## src/rtl/sat_pkg.sv

```systemverilog
// Shared constants for the sorted alarm table.
`timescale 1ns / 1ps
`default_nettype none
package sat_pkg;
  localparam logic [1:0] CMD_ADD = 2'd0;
  localparam logic [1:0] CMD_REMOVE = 2'd1;
  localparam logic [1:0] CMD_CLEAR = 2'd2;
  localparam logic [1:0] CMD_TICK = 2'd3;
  localparam logic [31:0] NO_ALARM = 32'hFFFF_FFFF;
  localparam logic [4:0] MAX_ENTRIES_RESET = 5'd10;
endpackage
`default_nettype wire

```

## src/rtl/sorted_alarm_table.sv

```systemverilog
// Top level of the sorted alarm table: entry store, sequencer and result register.
//
//  channel | signals                                          | handshake
//  in      | cmd alarm_key task_tag due_time now_time batch_last | in_valid / in_ready
//  out     | kind alarm_id alarm_task alarm_time entry_count    | out_valid / out_ready
//          | armed_count next_due last_result                  |
//  cfg     | max_entries_data                                  | max_entries_we
//
// A command walks the entries one per cycle through a single shared compare/move step
// unless an output stall holds it. Clear goes straight to its status item, remove and tick
// walk the table, add also makes room (dropping the earliest entry when the table is full)
// and inserts, and an add ending a batch trims. A fired alarm goes out in its tick step.
// in_ready is high only in the idle state. Output stalls hold the sequencer.
// Reset (rst, synchronous) empties the table and sets max_entries to ten.
`timescale 1ns / 1ps
`default_nettype none
module sorted_alarm_table #(
  parameter int DEPTH = 16,
  parameter int KEY_BITS = 16
) (
  input  wire logic        clk,
  input  wire logic        rst,
  input  wire logic        in_valid,
  output logic             in_ready,
  input  wire logic [1:0]  cmd,
  input  wire logic [15:0] alarm_key,
  input  wire logic [15:0] task_tag,
  input  wire logic [31:0] due_time,
  input  wire logic [31:0] now_time,
  input  wire logic        batch_last,
  input  wire logic        max_entries_we,
  input  wire logic [4:0]  max_entries_data,
  output logic             out_valid,
  input  wire logic        out_ready,
  output logic             kind,
  output logic [15:0]      alarm_id,
  output logic [15:0]      alarm_task,
  output logic [31:0]      alarm_time,
  output logic [4:0]       entry_count,
  output logic [4:0]       armed_count,
  output logic [31:0]      next_due,
  output logic             last_result
);
  import sat_pkg::*;

  localparam int IW = $clog2(DEPTH);
  localparam int CW = $clog2(DEPTH + 1);

  typedef enum logic [3:0] {
    S_IDLE, S_FIND, S_DROP, S_FULL, S_POS, S_INS, S_TRIM, S_TICK, S_STAT, S_OUT
  } state_t;

  state_t state;
  logic [KEY_BITS-1:0] ekey [DEPTH];
  logic [15:0] etask [DEPTH];
  logic [31:0] edue [DEPTH];
  logic [DEPTH-1:0] eact;
  logic [CW-1:0] count;
  logic [4:0] max_entries;
  logic [CW-1:0] idx;
  logic [CW-1:0] pos;
  logic [1:0] c_cmd;
  logic [KEY_BITS-1:0] c_key;
  logic [15:0] c_tag;
  logic [31:0] c_due;
  logic [31:0] c_now;
  logic c_last;
  logic [CW-1:0] act_cnt;
  logic [31:0] earliest;
  logic after_drop;

  logic [IW-1:0] ia;
  logic [IW-1:0] ib;
  logic fire_due;
  logic out_load;
  assign ia = idx[IW-1:0];
  assign ib = IW'(idx + CW'(1));
  assign in_ready = (state == S_IDLE);

  // Load the result register when an alarm or the status goes out
  assign fire_due = (state == S_TICK) && (idx < count) && (edue[ia] <= c_now) && eact[ia];
  assign out_load = (fire_due || (state == S_OUT)) && (!out_valid || out_ready);

  // Sequence one entry step per cycle unless an output stall holds it
  always_ff @(posedge clk) begin
    if (rst) begin
      state <= S_IDLE;
      eact <= '0;
      count <= '0;
      max_entries <= MAX_ENTRIES_RESET;
      out_valid <= 1'b0;
    end else begin
      if (max_entries_we) max_entries <= max_entries_data;
      if (out_valid && out_ready && !out_load) out_valid <= 1'b0;
      case (state)
        S_IDLE: begin
          if (in_valid) begin
            c_cmd <= cmd;
            c_key <= KEY_BITS'(alarm_key);
            c_tag <= task_tag;
            c_due <= due_time;
            c_now <= now_time;
            c_last <= batch_last;
            idx <= '0;
            case (cmd)
              CMD_CLEAR: begin
                count <= '0;
                eact <= '0;
                act_cnt <= '0;
                earliest <= NO_ALARM;
                state <= S_STAT;
              end
              CMD_TICK: state <= S_TICK;
              default: state <= S_FIND;
            endcase
          end
        end
        // Search for the key
        S_FIND: begin
          if (idx >= count) begin
            idx <= '0;
            pos <= '0;
            if (c_cmd == CMD_ADD) state <= S_FULL;
            else begin
              act_cnt <= '0;
              earliest <= NO_ALARM;
              state <= S_STAT;
            end
          end else if (ekey[ia] == c_key) begin
            after_drop <= 1'b0;
            state <= S_DROP;
          end else idx <= idx + CW'(1);
        end
        // Shift entries down over idx
        S_DROP: begin
          if (idx + CW'(1) >= count) begin
            count <= count - CW'(1);
            eact[ia] <= 1'b0;
            idx <= '0;
            pos <= '0;
            if (after_drop) state <= S_TRIM;
            else if (c_cmd == CMD_ADD) state <= S_FULL;
            else begin
              act_cnt <= '0;
              earliest <= NO_ALARM;
              state <= S_STAT;
            end
          end else begin
            ekey[ia] <= ekey[ib];
            etask[ia] <= etask[ib];
            edue[ia] <= edue[ib];
            eact[ia] <= eact[ib];
            idx <= idx + CW'(1);
          end
        end
        // Drop the earliest entry when the table is full
        S_FULL: begin
          if (count >= CW'(DEPTH)) begin
            after_drop <= 1'b0;
            idx <= '0;
            state <= S_DROP;
          end else state <= S_POS;
        end
        // Find insert position after equal times
        S_POS: begin
          if (pos < count && edue[pos[IW-1:0]] <= c_due) pos <= pos + CW'(1);
          else begin
            idx <= count;
            state <= S_INS;
          end
        end
        // Shift entries up then place the new one
        S_INS: begin
          if (idx > pos) begin
            ekey[ia] <= ekey[IW'(idx - CW'(1))];
            etask[ia] <= etask[IW'(idx - CW'(1))];
            edue[ia] <= edue[IW'(idx - CW'(1))];
            eact[ia] <= eact[IW'(idx - CW'(1))];
            idx <= idx - CW'(1);
          end else begin
            ekey[ia] <= c_key;
            etask[ia] <= c_tag;
            edue[ia] <= c_due;
            eact[ia] <= c_due > c_now;
            count <= count + CW'(1);
            state <= S_TRIM;
          end
        end
        // At a batch end, drop the earliest entries down to max_entries
        S_TRIM: begin
          idx <= '0;
          if (c_last && 32'(count) > 32'(max_entries)) begin
            after_drop <= 1'b1;
            state <= S_DROP;
          end else begin
            act_cnt <= '0;
            earliest <= NO_ALARM;
            state <= S_STAT;
          end
        end
        // Fire due entries one at a time
        S_TICK: begin
          if (idx < count && edue[ia] <= c_now) begin
            if (eact[ia]) begin
              if (!out_valid || out_ready) begin
                out_valid <= 1'b1;
                kind <= 1'b1;
                alarm_id <= 16'(ekey[ia]);
                alarm_task <= etask[ia];
                alarm_time <= edue[ia];
                entry_count <= '0;
                armed_count <= '0;
                next_due <= '0;
                last_result <= 1'b0;
                eact[ia] <= 1'b0;
                idx <= idx + CW'(1);
              end
            end else idx <= idx + CW'(1);
          end else begin
            idx <= '0;
            act_cnt <= '0;
            earliest <= NO_ALARM;
            state <= S_STAT;
          end
        end
        // Count active entries and find earliest time
        S_STAT: begin
          if (idx < count) begin
            if (eact[ia]) begin
              act_cnt <= act_cnt + CW'(1);
              if (edue[ia] < earliest) earliest <= edue[ia];
            end
            idx <= idx + CW'(1);
          end else state <= S_OUT;
        end
        S_OUT: begin
          if (!out_valid || out_ready) begin
            out_valid <= 1'b1;
            kind <= 1'b0;
            alarm_id <= '0;
            alarm_task <= '0;
            alarm_time <= '0;
            entry_count <= 5'(count);
            armed_count <= 5'(act_cnt);
            next_due <= earliest;
            last_result <= 1'b1;
            state <= S_IDLE;
          end
        end
        default: state <= S_IDLE;
      endcase
    end
  end
endmodule
`default_nettype wire

```

## config.mk

```make
export PLATFORM = sky130hd
export DESIGN_NAME = sorted_alarm_table
export DESIGN_NICKNAME = d
export VERILOG_FILES = /design/src/rtl/sat_pkg.sv /design/src/rtl/sorted_alarm_table.sv
export SDC_FILE = /design/constraint.sdc
export NUM_CORES = 2
export LEC_CHECK = 0
export BUFFER_PORTS_ARGS = -buffer_cell sky130_fd_sc_hd__buf_4
export CAP_MARGIN = 20
export CORE_MARGIN = 2
export CORE_UTILIZATION = 63
export DETAILED_ROUTE_END_ITERATION = 10
export HOLD_SLACK_MARGIN = 0.03
export PLACE_DENSITY = 0.86
export SYNTH_ARGS = -nofsm -noshare
export SYNTH_HDL_FRONTEND = slang
export SYNTH_SLANG_ARGS = --single-unit
```

## constraint.sdc

```tcl
create_clock -name clk -period 14.7 [get_ports clk]
set_input_delay 2.94 -clock clk [delete_from_list [all_inputs] [get_ports clk]]
set_output_delay 2.94 -clock clk [all_outputs]
set_load 0.005 [all_outputs]
```

Word-level counts from Yosys, hierarchy flattened
Memory sizes are Yosys's and may differ from the RTL's. A register that Yosys moved wholly into a read port is not among the register bits.
Index checks and enable logic that the tools add are counted.
{"block": "word_totals", "out_inout_bits": 110, "word_cells": 269, "n_memories": 3, "reg_bits": 286, "ram_bits": 1024, "inputBits": 109}
{"block": "classes", "n_lt_le_gt_ge": 15, "mux": 141, "n_eq_ne": 38, "addsub": 6, "n_reduce_logical": 33, "bitwise": 9}
{"memory": "edue", "depth": 16, "word_bits": 32, "rd": 4, "rd_ports_with_merged_regs": 2, "write_ports": 1, "line_no": "sorted_alarm_table.sv:56", "source": "logic [31:0] edue [DEPTH];"}
{"memory": "ekey", "depth": 16, "word_bits": 16, "rd": 3, "rd_ports_with_merged_regs": 1, "write_ports": 1, "line_no": "sorted_alarm_table.sv:54", "source": "logic [KEY_BITS-1:0] ekey [DEPTH];"}
{"memory": "etask", "depth": 16, "word_bits": 16, "rd": 3, "rd_ports_with_merged_regs": 1, "write_ports": 1, "line_no": "sorted_alarm_table.sv:55", "source": "logic [15:0] etask [DEPTH];"}
{"operator": "2-to-1 mux 32 bit", "n": 20}
{"operator": "2-to-1 mux 16 bit", "n": 18}
{"operator": "one-hot mux 32 bit (6 select lines)", "n": 1}
{"operator": "2-to-1 mux 5 bit", "n": 31}
{"operator": "one-hot mux 32 bit (2 select lines)", "n": 2}
{"operator": "<= comparator 32 bit", "n": 2}
{"operator": "2-to-1 mux 4 bit", "n": 16}
{"operator": "one-hot mux 16 bit (2 select lines)", "n": 2}
{"operator": "one-hot mux 16 bit (4 select lines)", "n": 1}
{"operator": "bitwise mux 16 bit", "n": 3}
{"operator": "one-hot mux 5 bit (9 select lines)", "n": 1}
{"operator": "one-hot mux 4 bit (10 select lines)", "n": 1}
{"operator": "!= test 2 bit (second input constant)", "n": 18}
{"operator": "greater-than comparator 32 bit", "n": 1}
{"operator": "< comparator 32 bit", "n": 1}
{"operator": "2-to-1 mux 1 bit", "n": 30}
{"operator": "one-hot mux 5 bit (3 select lines)", "n": 2}
{"operator": "one-hot mux 5 bit (6 select lines)", "n": 1}
{"operator": "adder 5 x 1 -> 5 bit (second input constant)", "n": 4}
{"operator": "one-hot mux 5 bit (2 select lines)", "n": 2}
{"operator": "AND reduction 6 bit", "n": 3}
{"operator": "bitwise AND 16 bit", "n": 1}
{"operator": "equality test 16 bit", "n": 1}
{"operator": "equality test 4 x 3 -> 1 bit (second input constant)", "n": 4}
{"operator": "other kinds (39)", "n": 76}

Longest topological paths before layout
{"block": "depth", "depth_word": 13, "mapped_depth": 20, "ltp_nobuf": 14}

Worst setup path before layout
Ideal clock, no wire load.
{"block": "synth_timing", "path_kind": "flip-flop to flip-flop", "startpoint": "reg (tool-made name)", "endpoint": "reg alarm_id[0] (enable)", "path_buffers": 6, "t_required_ps": 13992, "period_less_slack_ps": 12419, "setup_ps": 708, "arrival_ps": 11711, "slack_ps": 2281, "path_stages_with_launch": 18, "cell_sequence": "dfxtp_1 -> buf_6 -> buf_6 -> buf_8 -> buf_8 -> buf_2 -> buf_1 -> mux4_2 -> mux4_2 -> ha_1 -> nand4_1 -> nor4_1 -> nor2b_1 -> o31ai_1 -> a21bo_2 -> nor2_1 -> a21oi_1 -> nor3_1"}
{"item": "end signal: assignment", "line_no": "sorted_alarm_table.sv:208", "source": "alarm_id <= 16'(ekey[ia]);"}
{"item": "end: declaration", "line_no": "sorted_alarm_table.sv:36", "source": "output logic [15:0] alarm_id,"}

==> results.md <==
- Once the clock tree was built, the resizer swapped 0 gates to a different size.
- The power per cell area is 257.4 nW/um^2.
- The total via count after detailed routing is roughly 51000.
- The average detailed-routed wire length per instance is about 38 um.
- Per report_power, the clock group accounts for approximately 18% of the total.
- Counting both buffers and inverters, the worst setup path holds a total of 3.
- The first global-routing pass estimated 343100 um of wire.
- The clock-pin transition on the worst setup and hold timing paths is ~60 ps.
- The number of hold violations in the final report is 0.
- Walking the worst path, the cells encountered are buf_4 -> buf_4 -> mux4_2 -> mux4_2 -> ha_1 -> nand4_1 -> nor4_1 -> nor2b_1 -> o31ai_1 -> a21bo_2 -> nor2_1 -> a21oi_1 -> nor3_2 -> buf_4.
- The x dimension of the die is 348.0 um.
- The final net count is 4814.
- The standby leakage power is approximately 28 nW.
- The average via count per standard cell is approximately 8.3.
- In this run the vertical extent of the chip is 348.0 um.
- The internal power of the cells totals 0.01296 W.
- The switching power summed over all nets is ~0.0084 W.
- The count of endpoints failing setup in the final report is 0.
- The synthesized design contains 1279 enable-type register cells.
- Leaving out fill and tap cells, the most frequent cells in the layout are edfxtp_1, mux4_2, nand2_1, buf_4, ha_1.
- The final setup TNS is 0 ps.
- The flow ran to the end, and the final reports show no timing, DRC or antenna violations.
- The wire length reported by the detailed router is 235900 um.
- The maximum fanout along the worst path is 71.
- The number of standard cells in the final layout excluding fillers is 6196.
- For this run, the detailed router's first-pass iteration total came to 9.
- Grouping stages by cell kind, the critical path spends the most delay in buffers and inverters.
- The DRC violations left is 0.
- The total standard cell area after synthesis is approximately 75000 um^2.
- The initial DRC count is 9493.
- The total congestion overflow after global routing is 0.
- After synthesis the netlist holds a flip-flop and latch count of 1318.
- Counting I/O delays and the setup requirement, the final critical path takes around 7800 ps.
- The clock latency on the worst-skew pair is ~810 ps.
- In this run the number of H-tree levels came out at 4.
- STA classifies the critical path endpoint as a register.
- The floorplan has 126 rows.
- For this configuration, the core starts out at a cell density of 63.29%.
- Across the VDD grid, the largest voltage drop is 0.2784 mV.
- The count of nets left with antenna violations once routing finished came out at 0.
- The cell count after placement is 5916.
- OpenSTA, run right after detailed placement, puts the worst setup slack at roughly 7100 ps.
- The weighted congestion at the end of routability-driven global placement is 0.9202.
- Cells with a size suffix above 1 make up 36.19% of the layout.
- The maximum count of clock buffers along a single path is 3.
- The mean area per synthesized cell is 16.97 um^2.
- The most common library cell in the layout ignoring fill and taps is edfxtp_1.
- The end-of-flow core utilization is around 70%.
- In the global route stage, overall resource usage came out at 39.15%.
- The relative slew slack is approximately a fifth.
- The portion of the clock cycle consumed by the worst path in the final layout is 52.79%.
- The register area share after synthesis is 52.58%.
- The part of the total power dissipated in combinational logic is 54.2%.
- The post-CTS repair timing setup buffer count is 0.
- The area of the die is 121100 um^2.
- After synthesis, the netlist uses 73 different library cells.
- The max-cap check violation count is 0.
- The category of the most critical setup path is register to register.
- The largest net degree at the start of global routing is 145.
- Setup repair after global routing left no endpoint under its margin.
- For this run, the leading register cell type out of synthesis is edfxtp_1.
- The number of antenna violations at the first check in global routing came to 5.
- The path class of the tightest hold or removal check is register to register.
- The standard cell core area is 117800 um^2.
- The cell type of the slowest stage on the worst timing path is buf_4.
- The switching share of total power is 39.31%.
- Input and output buffers added on the ports amount to 218.
- For the worst setup path, the data required time is 15100 ps.
- Counting every net in the synthesized netlist gives 4661.
- Registers are responsible for 28.3% of the overall power.
- The via count of the first global-routing pass is 51870.
- The slew at the pin with the worst max-slew slack is 1191 ps.
- The number of clock buffers inserted by TritonCTS is about 140.
- STA classifies the critical path startpoint as a register.
- The final worst slack is 6940 ps.
- After synthesis, the share of flip-flops with an asynchronous set or reset is 0%.
- The cell type with the highest occurrence count on the critical path is buf_4.
- The clock arrives with 39.86 ps of skew.
- STA puts the critical path data arrival time at approximately 8000 ps.
- Compared with the post-synthesis result, the final layout area differs by 11.32%.
- After technology mapping, the gate count stands at about 4400.
- For this design, the sink count on the clock tree is ~1300.
- The total of hold buffers inserted after clock tree synthesis is 0.
- The highest clock rate is about 130 MHz.
- The detailed-placement wirelength estimate is 129100 um.
- The root cell of the clock tree is clkbuf_16.
- The delay of the slowest critical-path stage is approximately 860 ps.
- The Yosys warning count is 0.
- In this run the count of I/O pins placed on the die edge is roughly 220.
- The post-route total power is 0.02136 W.
- The CTS tree is done.
- The number of pins exceeding their max-slew limit in the final report came to 0.
## metal layers
metal  global-route usage, %  wire, um
met1                   48.65     68600
met2                   58.88    107200
met3                   14.77     40630
met4                   24.09     19360
met5                       0        86
## through the flow
| step | area, um^2 | hold WS [ps] |
|---|---|---|
| after floorplan | 74540 | 459.3 |
| after global placement | 77840 | 480.8 |
| after detailed placement | 77910 | 483.7 |
| after CTS | 82710 | 495.3 |
| after global routing | 82960 | 509.5 |
| final | 82970 | 496.5 |
## final timing paths
path | end | slack (ps) | cells after the start | start
worst max-delay path | alarm_time[8] | 6940 | 14 | register
worst min-delay path | max_entries[1] | 500 | 2 | max_entries[1]
worst max register to register | alarm_time[8] | 6940 | 14 | register
worst min register to register | max_entries[1] | 500 | 2 | max_entries[1]
## registers in the layout (all words and copies together), names as in the netlist, 32 cells and up, named ones only
| signal | cells |
|---|---|
| c_due | 32 |
| etask | 256 |
| alarm_time | 32 |
| next_due | 32 |
| ekey | 256 |
| earliest | 32 |
| edue | 512 |
| c_now | 32 |
## kinds of logic (layout without fill, tap and decap cells)
| group | after synthesis | count (layout) | synth area share [%] |
|---|---|---|---|
| flip-flops | 1318 | 1318 | 52.58 |
| multiplexers | 1115 | 1115 | 32.54 |
| AND/OR/NAND/NOR | 921 | 921 | 5.986 |
| buffers and inverters | 478 | 740 | 2.580 |
| AO/OA/AOI/OAI | 370 | 370 | 3.273 |
| adder cells (fa/ha/maj) | 161 | 161 | 2.713 |
| XOR/XNOR | 28 | 28 | 0.3290 |
| other | 0 | 7 | 0 |
## final cells by class
type | instances | area (um^2)
fill | 6663 | 34790
antenna | 7 | 17.52
timing repair buffer | 360 | 2843
clock buffer | 162 | 3671
clock inverter | 91 | 1134
tap | 1536 | 1922
multi-input combinational | 2595 | 33680
sequential | 1318 | 39210
inverter | 127 | 491.7
## power by group through the flow
| stage | registers, W | logic [W] | clock network (W) |
|---|---|---|---|
| global placement | 0.00614 | 0.0104 | 0 |
| global route | 0.00606 | 0.0121 | 0.00388 |
| CTS | 0.00607 | 0.0111 | 0.00375 |
| detailed placement | 0.00614 | 0.0108 | 0 |
| finish | 0.00604 | 0.0116 | 0.00374 |
| floorplan | 0.00599 | 0.00800 | 0 |
## worst min-delay path, delay by kind of cell (launching register included)
kind                   cells  cell delay, ps
buffers and inverters      1              60
AOI/OAI and AO/OA          1              80
DFF                        1             290
## synth_stat cells, types with 40 or more instances
cell type  instances  area [um^2]
edfxtp_1        1279        38410
mux4_2          1043        23490
nand2_1          348         1306
clkbuf_1         204        765.7
ha_1             160         2002
nand3_1          151        755.7
inv_1            125        469.2
nor2_1           112        420.4
buf_1             95        356.6
a21oi_1           92        460.4
and3_1            83        519.3
o21ai_0           79        395.4
and2_1            74        462.9
mux2i_1           60        600.6
nand2b_1          41        256.5
buf_2             40        200.2
Power figures use the tool's default switching activity.
